`src/design/mtpm_pkg.sv`:
```
// Package with the shared types and codes of the multibit trie prefix match block.
`timescale 1ns / 1ps

package mtpm_pkg;

   localparam logic [1:0] ST_INSERT_OK  = 2'd0;
   localparam logic [1:0] ST_POOL_FULL  = 2'd1;
   localparam logic [1:0] ST_SEARCH_HIT = 2'd2;
   localparam logic [1:0] ST_SEARCH_MISS = 2'd3;

   localparam logic OP_INSERT = 1'b0;
   localparam logic OP_SEARCH = 1'b1;

   typedef enum logic [3:0] {
      S_CLEAR,
      S_IDLE,
      S_LINK_RD,
      S_LINK_EV,
      S_MARK_EV,
      S_CHECK,
      S_ALLOC,
      S_MARK_WR,
      S_RESP
   } state_type;

   typedef struct packed {
      logic load;
      logic clr_wr;
      logic link_adv;
      logic mark_take;
      logic set_full;
      logic alloc_wr;
      logic finish_wr;
      logic rsp_load;
   } cmd_type;

   typedef struct packed {
      logic clr_last;
      logic link_zero;
      logic walk_end;
      logic pool_ok;
      logic is_search;
      logic rsp_free;
   } stat_type;

endpackage

```
`src/design/mtpm_controller.sv`:
```
// Sequencer that steps one request through the trie walk, allocation and response.
`timescale 1ns / 1ps

module mtpm_controller
   import mtpm_pkg::*;
(
   input  logic     clock,
   input  logic     reset,
   input  logic     req_valid,
   output logic     req_stall,
   input  stat_type stat,
   output cmd_type  cmd
);

   state_type state_ff, state_in;

   always_ff @(posedge clock) begin
      if (reset) begin
         state_ff <= S_CLEAR;
      end else begin
         state_ff <= state_in;
      end
   end

   always_comb begin
      state_in  = state_ff;
      cmd       = '0;
      req_stall = 1'b1;
      unique case (state_ff)
         S_CLEAR: begin
            cmd.clr_wr = 1'b1;
            if (stat.clr_last) begin
               state_in = S_IDLE;
            end
         end
         S_IDLE: begin
            req_stall = 1'b0;
            if (req_valid) begin
               cmd.load = 1'b1;
               state_in = S_LINK_RD;
            end
         end
         S_LINK_RD: begin
            if (stat.walk_end) begin
               state_in = stat.is_search ? S_RESP : S_CHECK;
            end else begin
               state_in = S_LINK_EV;
            end
         end
         S_LINK_EV: begin
            if (stat.link_zero) begin
               state_in = stat.is_search ? S_RESP : S_CHECK;
            end else begin
               cmd.link_adv = 1'b1;
               state_in = stat.is_search ? S_MARK_EV : S_LINK_RD;
            end
         end
         S_MARK_EV: begin
            cmd.mark_take = 1'b1;
            state_in = S_LINK_RD;
         end
         S_CHECK: begin
            if (stat.pool_ok) begin
               state_in = S_ALLOC;
            end else begin
               cmd.set_full = 1'b1;
               state_in = S_RESP;
            end
         end
         S_ALLOC: begin
            if (stat.walk_end) begin
               state_in = S_MARK_WR;
            end else begin
               cmd.alloc_wr = 1'b1;
            end
         end
         S_MARK_WR: begin
            cmd.finish_wr = 1'b1;
            state_in = S_RESP;
         end
         S_RESP: begin
            if (stat.rsp_free) begin
               cmd.rsp_load = 1'b1;
               state_in = S_IDLE;
            end
         end
         default: begin
            state_in = S_CLEAR;
         end
      endcase
   end

endmodule

```
`config.mk`:
```
export PLATFORM = sky130hd
export DESIGN_NAME = mtpm_controller
export DESIGN_NICKNAME = d
export VERILOG_FILES = /design/src/design/mtpm_pkg.sv /design/src/design/mtpm_controller.sv
export SDC_FILE = /design/constraint.sdc
export NUM_CORES = 1
export LEC_CHECK = 0
export BUFFER_PORTS_ARGS = -buffer_cell sky130_fd_sc_hd__buf_2
export CAP_MARGIN = 10
export CORE_AREA = 2 2 39 41
export DETAILED_ROUTE_END_ITERATION = 12
export DIE_AREA = 0 0 41 43
export PLACE_DENSITY = 0.59
export RECOVER_POWER = 25
export SKIP_LAST_GASP = 1
export SYNTH_ARGS = -nofsm -noshare
export SYNTH_HDL_FRONTEND = slang
export SYNTH_SLANG_ARGS = --single-unit
```
`constraint.sdc`:
```
create_clock -name clock -period 2.6 [get_ports clock]
set_input_delay 0.39 -clock clock [delete_from_list [all_inputs] [get_ports clock]]
set_output_delay 0.39 -clock clock [all_outputs]
set_load 0.02 [all_outputs]
```
Yosys cells after proc, flatten, opt, wreduce, memory -nomap -nowiden:

Index checks and enable logic that the tools add are counted.

* shifts and indexed selects: 0
* multiply operators: 0
* divide/modulo/power cells: 0
* $lt $le $gt $ge: 0
* add/sub/neg operators: 0
* bitwise operators: 0
* reductions and logical operators: 2
* eq/ne operators: 12
* muxes and demuxes: 24

Operators by type and width (count)
* case mux 4 bit (9 select lines): 1
* 2-to-1 mux 4 bit: 8
* equality test 4 x 3 -> 1 bit (second input constant): 4
* 2-to-1 mux 1 bit: 14
* equality test 4 x 2 -> 1 bit (second input constant): 2
* != test 2 bit (second input constant): 4
* equality test 4 x 1 -> 1 bit (second input constant): 1
* equality test 4 bit (second input constant): 1
* zero test 4 bit: 1
* AND reduction 4 bit: 1
* 2-to-1 mux 3 bit: 1

* memory bits (writable): 0
* input bits: 9
* bits in latches: 0
* register bits after elaboration: 4
* logic and storage cells: 39
* memories kept: 0
* ROM bits: 0

Longest topological paths before layout:

Gate-level depths: netlist of run 1.

* depth after elaboration: 3
* mapped depth: 6
* mapped depth without buffers: 6

Worst setup path before layout of run 1:

No wires, ideal clock.

* path type: reg2out
* start: register state_ff[1]
* end: output port cmd[5] (netlist name)
* path buffers: 1
* stages on the path, launching flop included: 4
* arrival: 1246 ps
* setup slack: 964 ps
* path through: dfxtp_1 > buf_4 > inv_1 > nor4_1

RTL lines
* from (decl): RTL line mtpm_controller.sv:15 `state_type state_ff, state_in;`
* from (signal assigned): RTL line mtpm_controller.sv:21 `state_ff <= state_in;`
* to (decl): RTL line mtpm_controller.sv:12 `output cmd_type cmd`

==> results by group, run 1 <==
Timing
  • Worst setup margin: 0.545 ns
  • Slew Limit Fails: 0
  • Fin crit period: 2.06 ns
  • Clk_skew: 0.00142 ns
  • Max-Slew Margin vs Limit: 67.4%
  • Final Hold Fails: 0
  • Peak Freq: 487 MHz
  • Final setup violation count: 0
  • Crit share post-route: 79.0%
  • RSZ-0062 raised after global routing: no
  • Worst-margin pin slew: 0.489 ns
  • WHS: 0.399 ns
  • Setup TNS: 0 ns

Power and ir drop
  • Combinational share of power: 50.5%
  • Cell Int Power: 0.201 mW
  • Worst VDD drop: 389 µV
  • Leak Pwr: 0.253 nW
  • Clock power share: roughly 20%
  • Pwr dens: 663 nW/µm²
  • Seq pwr share: 30.0%
  • Sw Ratio: between 40% and 50%
  • Switching power: 0.174 mW

Synthesis
  • Synth Area per Inst: 7.18 µm²
  • Most common cell in the netlist: nor2_1
  • Mapped cell area: about 470 µm²
  • Fraction of registers with async set/reset: 0%
  • #FFs+latches synth: 4
  • Yosys top cell by area: dfxtp_1
  • Post-synth EDFFs: 0
  • Post-synthesis net count: 77
  • Post-synthesis sequential area ratio: 17.2%
  • Cell count after synthesis: 65
  • Area contributors post-synth: dfxtp_1 17%, ha_1 8.0%, nor3_1 6.4%, nor2_1 6.4%, inv_1 4.8%
  • Synth top area share: ~17%
  • Top post-synthesis cells by count: 8 x nor2_1, 6 x inv_1, 6 x nor3_1
  • Yosys warns: 0
  • Ys flop type: dfxtp_1
  • Post-synthesis cell type count: 33

CTS
  • Root Buffer Master: clkbuf_4
  • Clk sink count: 4
  • H-tree Lvls: 1
  • Postcts setup bufs: 0
  • CTS Hold Bufs: 0
  • Cts bufs inserted: 3
  • Buffer levels on the longest clock path: 2
  • CTS tree: done
  • Worst-path clk slew: roughly 0.040 ns
  • Skew-Pair Late Insertion Delay: around 0.23 ns
  • Post-CTS sizing: 0

Route
  • Post-route ant nets: 0
  • Total routed wirelength: 1130 µm
  • Drt pass-1 iters: 4
  • Remaining DRCs: 0
  • Detailed Route Iter0 Violations: 15
  • DR vias/cell: approximately 5.4
  • Vias post-DR: 521
  • Wirelength per Cell: about 12 µm

Layout
  • Reg area: around 80 µm²
  • Number of flip-flops in the largest register: 4
  • Fraction of layout cells with a size suffix above 1: between 20 and 30%
  • Final-layout fill cell count: 150
  • # diodes: 0
  • Biggest register: state_ff
  • Synthesis-to-finish area growth: 20.9%
  • Top flop regs: state_ff x4
  • Multi-input gate area in the final layout: 335 µm²
  • Nets@finish: 95

Worst hold path
  • Hold crit path type: in2reg
  • WHS Path Cells: 2

GRT
  • Total Routing Usage GR: roughly 15%
  • First-pass GRT wire length: roughly 1800 µm
  • Largest net degree at the start of global routing: 17
  • Gr ovfl total: 0
  • Vias in the first global route: 417
  • Initial antenna violation count: 0

Critical path
  • Worst Setup End Kind: primary output
  • Startpoint types: register
  • CP Data Arrival Time: about 1.7 ns
  • CP max FO: 16
  • CP required: 2.21 ns
  • Critical path type: reg2out
  • R2R cell count: 3

Floorplan
  • IO Pins: 18
  • Row Count: 14
  • Die Y: 43 µm
  • Die W: a little over 40 µm
  • Placeable Area: 1380 µm²
  • Die Area: roughly 1800 µm²
  • Initial Utilization: 33.7%

Run status
  • Status: complete, no violations

Placed design
  • Hpwl dp: just under 900 µm
  • Port buffer count: 17
  • Post-place setup slack: 0.800 ns
  • GP Congestion: 0.769

Flow run
  • Max cap viols: 0
final cells by class:
type / count / share of cell area (%)
multi-input combinational: 51 / 59.4
timing repair buffer: 17 / 14.9
sequential: 4 / 14.2
clock buffer: 3 / 3.99
inverter: 6 / 3.99
tap: 16 / 3.55
critical path, stage by stage (launching register included):
cell and delay [ns]:
dfxtp_1 0.61, nand2_1 0.16, or4_4 0.45, inv_1 0.06, buf_2 0.15
worst paths after layout:
| kind | startpoint | endpoint | slack, ns |
|---|---|---|---|
| worst min register to register | state_ff[1] | state_ff[3] | 0.67 |
| worst min-delay path | reset | state_ff[1] | 0.40 |
| worst max-delay path | state_ff[2] | cmd[2] | 0.54 |
| worst max register to register | state_ff[2] | state_ff[1] | 1.03 |
routing by layer:
metal / share of wire [%] / vias up / wire length, µm / track usage, %
met3: 4.9 / 0 / 55 / 6.81
met5: 0 / - / 0 / 0
met2: 43 / 15 / 489 / 20.6
met4: 0 / 0 / 0 / 2.00
li1: - / 271 / - / -
met1: 52 / 235 / 587 / 21.5
through the flow:
step           total power, mW  util (%)  area [µm²]  instances
2_1_floorplan            0.255         -         467         65
3_3_place_gp             0.306      39.2         543         94
3_5_place_dp             0.304      39.2         543         94
4_1_cts                  0.382      40.9         566         97
5_1_grt                  0.408      40.8         564         97
6_report                 0.374      40.8         564         97
cells by family after synthesis:
group / Yosys count / synth area share [%]
fa+ha+maj: 3 / 8.04
buf+inv: 10 / 11.0
simple gates: 35 / 42.6
flops: 4 / 17.2
compound gates: 13 / 21.2
power by group through the flow:
stage,Sequential (mW),Combinational [mW],Clock [mW]
global placement,0.112,0.194,0
detailed placement,0.112,0.192,0
global route,0.115,0.210,0.0834
finish,0.112,0.189,0.0732
CTS,0.111,0.193,0.0786
floorplan,0.0825,0.173,0
layout by cell type, fill, tap and decap left out, drive strengths merged:
cell	n
ha	3
nor3b	1
o31ai	2
or3	1
or4	1
nor2b	1
and3	1
nor2	8
a2bb2oi	1
nand4	2
a31oi	2
nor4	3
o21ai	3
or2b	1
clkbuf	4
nand2b	2
nor3	6
nand3	1
o211ai	1
o22ai	1
nand2	3
or3b	1
a221oi	1
buf	16
a32oi	1
dfxtp	4
nand3b	1
inv	6
and3b	1
and2b	1
a21oi	1
Note: power is estimated with default switching activity, not from simulation.
==> run 2, diff against run 1 <==
==> constraint.sdc (replaced) <==
create_clock -name clock -period 1.9 [get_ports clock]
set_input_delay 0.285 -clock clock [delete_from_list [all_inputs] [get_ports clock]]
set_output_delay 0.285 -clock clock [all_outputs]
set_load 0.02 [all_outputs]
==> results by group, run 2 (same netlist as run 1, synthesis figures left out) <==
Floorplan
  • Die Area: 1760 µm² (unchanged)
  • Placeable Area: 1380 µm² (unchanged)
  • IO Pins: 18 (unchanged)
  • Die Y: 43 µm (unchanged)
  • Initial Utilization: 33.7% (unchanged)
  • Die W: 41 µm (unchanged)
  • Row Count: 14 (unchanged)

GRT
  • Gr ovfl total: 0 (unchanged)
  • Initial antenna violation count: 0 (unchanged)
  • Vias in the first global route: 441 (was 417)
  • Largest net degree at the start of global routing: 15 (was 17)
  • Total Routing Usage GR: 14.5% (was 15.0%)
  • First-pass GRT wire length: 1780 µm (was 1820 µm)

Timing
  • Worst-margin pin slew: 0.425 ns (was 0.489 ns)
  • Setup TNS: 0 ns (unchanged)
  • Max-Slew Margin vs Limit: 71.6% (was 67.4%)
  • Crit share post-route: 94.1%
  • Slew Limit Fails: 0 (unchanged)
  • Final setup violation count: 0 (unchanged)
  • Final Hold Fails: 0 (unchanged)
  • Peak Freq: ~560 MHz
  • Clk_skew: 0.00468 ns (was 0.00142 ns)
  • RSZ-0062 raised after global routing: no (unchanged)
  • Worst setup margin: 0.112 ns (was 0.545 ns)
  • Fin crit period: around 1.8 ns

Critical path
  • R2R setup slack: 0.45 ns (was 1.03 ns)
  • CP Data Arrival Time: 1.50 ns (was 1.67 ns)
  • Critical path type: reg2out (unchanged)
  • CP required: 1.62 ns (was 2.21 ns)
  • Startpoint types: register (unchanged)
  • CP max FO: 11 (was 16)
  • Worst Setup End Kind: primary output (unchanged)

Layout
  • Commonest cells after routing, fill and taps aside: 16 x buf_2, 8 x nor2_1, 6 x inv_1, 6 x nor3_1, 4 x dfxtp_1 (unchanged)
  • Final cell count without fillers: 98 (was 97)
  • Top flop regs: state_ff x4 (unchanged)
  • Most common cell after layout, fill and taps aside: buf_2 (unchanged)
  • Biggest register: state_ff (unchanged)
  • Fraction of layout cells with a size suffix above 1: 29.3% (was 28.4%)
  • Number of flip-flops in the largest register: 4 (unchanged)
  • # diodes: 0 (unchanged)
  • Synthesis-to-finish area growth: 22.5% (was 20.9%)
  • Nets@finish: 96 (was 95)

Route
  • Vias post-DR: 531 (was 521)
  • Detailed Route Iter0 Violations: 14 (was 15)
  • Remaining DRCs: 0 (unchanged)
  • DR vias/cell: 5.42 (was 5.37)
  • Wirelength per Cell: 11.8 µm (was 11.7 µm)
  • Drt pass-1 iters: 4 (unchanged)
  • Total routed wirelength: 1160 µm (was 1130 µm)
  • Post-route ant nets: 0 (unchanged)

CTS
  • H-tree Lvls: 1 (unchanged)
  • Cts bufs inserted: 3 (unchanged)
  • Clk sink count: 4 (unchanged)
  • CTS Hold Bufs: 0 (unchanged)
  • Root Buffer Master: clkbuf_4 (unchanged)
  • Buffer levels on the longest clock path: 2 (unchanged)
  • Postcts setup bufs: 0 (unchanged)
  • CTS tree: done (unchanged)
  • Skew-Pair Late Insertion Delay: 0.23 ns (about the same)
  • Worst-path clk slew: 0.04 ns (about the same)
  • Post-CTS sizing: 0 (unchanged)

Placed design
  • Port buffer count: 17 (unchanged)
  • Dpl cells: 95 (was 94)
  • Hpwl dp: 923 µm (was 869 µm)
  • GP Congestion: 0.791 (was 0.769)
  • Post-place setup slack: 0.354 ns (was 0.800 ns)

Run status
  • Status: complete, no violations (unchanged)

Power and ir drop
  • Worst VDD drop: 421 µV (was 389 µV)
  • Leak Pwr: 0.259 nW (was 0.253 nW)
  • Pwr dens: 908 nW/µm² (was 663 nW/µm²)

Flow run
  • Max cap viols: 0 (unchanged)

Worst hold path
  • Hold crit path type: in2reg (unchanged)
==> run 2: cell type report <==
cell class	count	area [µm²]
Clock buffer	3	22.5
Fill cell	157	812
Inverter	6	22.5
Multi-Input combinational cell	51	335
Sequential cell	4	80.1
Tap cell	16	20.0
Timing Repair Buffer	18	91.3
==> run 2: critical path: stages, from the launching register on <==
cell,delay (ns)
dfxtp_1,0.48
nand2_1,0.13
or4_4,0.44
inv_1,0.06
buf_2,0.15
==> run 2: per-layer routing <==
| layer | global-route usage (%) | part of all wire (%) |
|---|---|---|
| met1 | 18.9 | 46 |
| met2 | 21.9 | 49 |
| met3 | 2.62 | 4.5 |
| met4 | 7.33 | 0 |
| met5 | 0 | 0 |
==> run 2: worst paths after layout <==
check / cells past startpoint / endpoint / from
max: 4 / cmd[2] / state_ff[1]
min: 2 / state_ff[1] / reset
max reg2reg: 4 / state_ff[0] / state_ff[0]
min reg2reg: 2 / state_ff[1] / state_ff[2]
==> run 2: stage by stage <==
| step | total power, mW | area (µm²) | hold slack [ns] | utilization (%) |
|---|---|---|---|---|
| global placement | 0.420 | 551 | 0.539 | 39.8 |
| detailed placement | 0.419 | 551 | 0.528 | 39.8 |
| global route | 0.558 | 572 | 0.314 | 41.3 |
| floorplan | 0.350 | 467 | 0.351 | - |
| finish | 0.519 | 572 | 0.291 | 41.3 |
| CTS | 0.524 | 573 | 0.286 | 41.4 |
==> run 2: where the power goes <==
part / internal [mW] / leakage, nW / switching [mW]
clock: 0.0705 / 0.0138 / 0.0322
sequential: 0.101 / 0.0326 / 0.0471
combinational: 0.105 / 0.212 / 0.164
==> run 3, diff against run 2 <==
--- a/config.mk
+++ b/config.mk
@@ -7,12 +7,13 @@
 export LEC_CHECK = 0
 export BUFFER_PORTS_ARGS = -buffer_cell sky130_fd_sc_hd__buf_2
 export CAP_MARGIN = 10
-export CORE_AREA = 2 2 39 41
+export CORE_AREA = 2 2 43 45
 export DETAILED_ROUTE_END_ITERATION = 12
-export DIE_AREA = 0 0 41 43
-export PLACE_DENSITY = 0.59
+export DIE_AREA = 0 0 45 47
+export PLACE_DENSITY = 0.49
 export RECOVER_POWER = 25
 export SKIP_LAST_GASP = 1
 export SYNTH_ARGS = -nofsm -noshare
 export SYNTH_HDL_FRONTEND = slang
 export SYNTH_SLANG_ARGS = --single-unit
+export TNS_END_PERCENT = 1
==> results by group, run 3 (same netlist as run 1, synthesis figures left out) <==
Timing
  • Slew Limit Fails: 0 (unchanged)
  • RSZ-0062 raised after global routing: no (unchanged)
  • Final setup violation count: 0 (unchanged)
  • Crit share post-route: 94.3% (was 94.1%)
  • Peak Freq: 558 MHz (was 559 MHz)
  • Max-Slew Margin vs Limit: 68.8% (was 71.6%)
  • Clk_skew: 0.0111 ns (was 0.00468 ns)
  • Fin crit period: 1.79 ns (about the same)
  • Worst-margin pin slew: 0.468 ns (was 0.425 ns)
  • Final Hold Fails: 0 (unchanged)
  • Setup TNS: 0 ns (unchanged)

CTS
  • Root Buffer Master: clkbuf_4 (unchanged)
  • Skew-Pair Late Insertion Delay: 0.24 ns (was 0.23 ns)
  • Postcts setup bufs: 0 (unchanged)
  • Buffer levels on the longest clock path: 2 (unchanged)
  • CTS tree: done (unchanged)
  • Cts bufs inserted: 3 (unchanged)
  • CTS Hold Bufs: 0 (unchanged)
  • H-tree Lvls: 1 (unchanged)
  • Clk sink count: 4 (unchanged)
  • Worst-path clk slew: 0.04 ns (about the same)

Layout
  • Synthesis-to-finish area growth: 23.1% (was 22.5%)
  • Fraction of layout cells with a size suffix above 1: 30.5% (was 29.3%)
  • Number of flip-flops in the largest register: 4 (unchanged)
  • Biggest register: state_ff (unchanged)
  • Commonest cells after routing, fill and taps aside: 16 x buf_2, 8 x nor2_1, 6 x inv_1, 6 x nor3_1 (was 16 x buf_2, 8 x nor2_1, 6 x inv_1, 6 x nor3_1, 4 x dfxtp_1)
  • Most common cell after layout, fill and taps aside: buf_2 (unchanged)
  • Final cell count without fillers: 99 (was 98)
  • Nets@finish: 96 (unchanged)
  • # diodes: 0 (unchanged)
  • Top flop regs: state_ff x4 (unchanged)
  • Final Core Density: 34.8% (was 41.3%)

Power and ir drop
  • Leak Pwr: 0.259 nW (about the same)
  • Pwr dens: 932 nW/µm² (was 908 nW/µm²)
  • Worst VDD drop: 366 µV (was 421 µV)

Floorplan
  • IO Pins: 18 (unchanged)
  • Die Area: 2120 µm² (was 1760 µm²)
  • Row Count: 15 (was 14)
  • Placeable Area: 1650 µm² (was 1380 µm²)
  • Die Y: 47 µm (was 43 µm)
  • Die W: 45 µm (was 41 µm)
  • Initial Utilization: 28.3% (was 33.7%)

Critical path
  • Worst Setup EP: cmd[5] (was cmd[2])
  • CP max FO: 14 (was 11)
  • Crit-path max cell delay: 0.60 ns (was 0.48 ns)
  • Startpoint types: register (unchanged)
  • CP max-delay cell: dfxtp_1 (unchanged)
  • Critical path type: reg2out (unchanged)
  • Worst Setup End Kind: primary output (unchanged)
  • R2R setup slack: 0.35 ns (was 0.45 ns)
  • Kind of cell adding the most delay to the critical path: flip-flops (was simple AND/OR/NAND/NOR gates)
  • Buf/Inv on CP: 1 (was 2)
  • R2R cell count: 4 (unchanged)
  • CP required: 1.62 ns (about the same)
  • RR Endpoint: state_ff[0] (unchanged)
  • Critical path depth: 3 (was 4)
  • CP cell instances: nand2b_1, nor4_1, buf_2 (was nand2_1, or4_4, inv_1, buf_2)
  • CP Data Arrival Time: 1.51 ns (was 1.50 ns)
  • Critical R2R Launch: state_ff[0] (unchanged)
  • Crit path from: state_ff[0] (was state_ff[1])

Flow run
  • Max cap viols: 0 (unchanged)

GRT
  • First-pass GRT wire length: 2070 µm (was 1780 µm)
  • Largest net degree at the start of global routing: 15 (unchanged)
  • Total Routing Usage GR: 13.4% (was 14.5%)
  • Initial antenna violation count: 0 (unchanged)
  • Gr ovfl total: 0 (unchanged)
  • Vias in the first global route: 430 (was 441)

Run status
  • Status: complete, no violations (unchanged)

Route
  • Wirelength per Cell: 13.7 µm (was 11.8 µm)
  • Total routed wirelength: 1350 µm (was 1160 µm)
  • Detailed Route Iter0 Violations: 22 (was 14)
  • Vias post-DR: 558 (was 531)
  • Drt pass-1 iters: 4 (unchanged)
  • DR vias/cell: 5.64 (was 5.42)
  • Remaining DRCs: 0 (unchanged)
  • Post-route ant nets: 0 (unchanged)

Placed design
  • Hpwl dp: 1040 µm (was 923 µm)
  • Port buffer count: 17 (unchanged)
  • Dpl cells: 96 (was 95)
  • GP Congestion: 0.748 (was 0.791)

Worst hold path
  • Hold crit path type: in2reg (unchanged)
run 3: cell count changes in the layout (fill, tap and decap cells not counted):
cell     delta
dfxtp_2     +1
dfxtp_1     -1
run 3: what timing repair did:
action / in CTS / in global routing
gates resized for setup: 0 / 1
endpoints found under the hold margin: 0 / 0
endpoints found under the setup margin: 0 / 1
run 3: final cells by class:
class / count / area, µm²
multi-input cells: 51 / 335
clock buffers: 3 / 22.5
flip-flops and latches: 4 / 81.3
repair buffers: 18 / 91.3
inverters: 6 / 22.5
fillers: 188 / 1080
well taps: 17 / 21.3
run 3: worst min path at each step:
| stage | startpoint | endpoint | slack [ns] | cells past startpoint |
|---|---|---|---|---|
| floorplan | reset | state_ff[1] | 0.35 | 1 |
| global placement | reset | state_ff[1] | 0.54 | 2 |
| detailed placement | reset | state_ff[1] | 0.53 | 2 |
| CTS | reset | state_ff[1] | 0.27 | 2 |
| global route | reset | state_ff[1] | 0.26 | 2 |
| finish | reset | state_ff[1] | 0.27 | 2 |
run 3: through the flow:
| step | total power, mW | area (µm²) | hold WS, ns | setup slack [ns] |
|---|---|---|---|---|
| after floorplan | 0.350 | 467 | 0.351 | 0.369 |
| after global placement | 0.424 | 552 | 0.537 | 0.365 |
| after detailed placement | 0.424 | 552 | 0.529 | 0.327 |
| after CTS | 0.537 | 574 | 0.269 | 0.0621 |
| after global routing | 0.574 | 574 | 0.264 | 0.0158 |
| final | 0.535 | 574 | 0.269 | 0.109 |
run 3: power breakdown:
part	leakage (nW)	internal, mW	switching [mW]
sequential	0.0331	0.102	0.0517
clock	0.0138	0.0709	0.0393
combinational	0.212	0.105	0.166
run 3: routing by layer:
metal | routed length, µm | GRT usage [%] | up-vias
li1 | - | - | 275
met2 | 576 | 17.1 | 35
met5 | 0 | 0 | -
met3 | 133 | 3.85 | 0
met4 | 0 | 1.76 | 0
met1 | 642 | 22.0 | 248
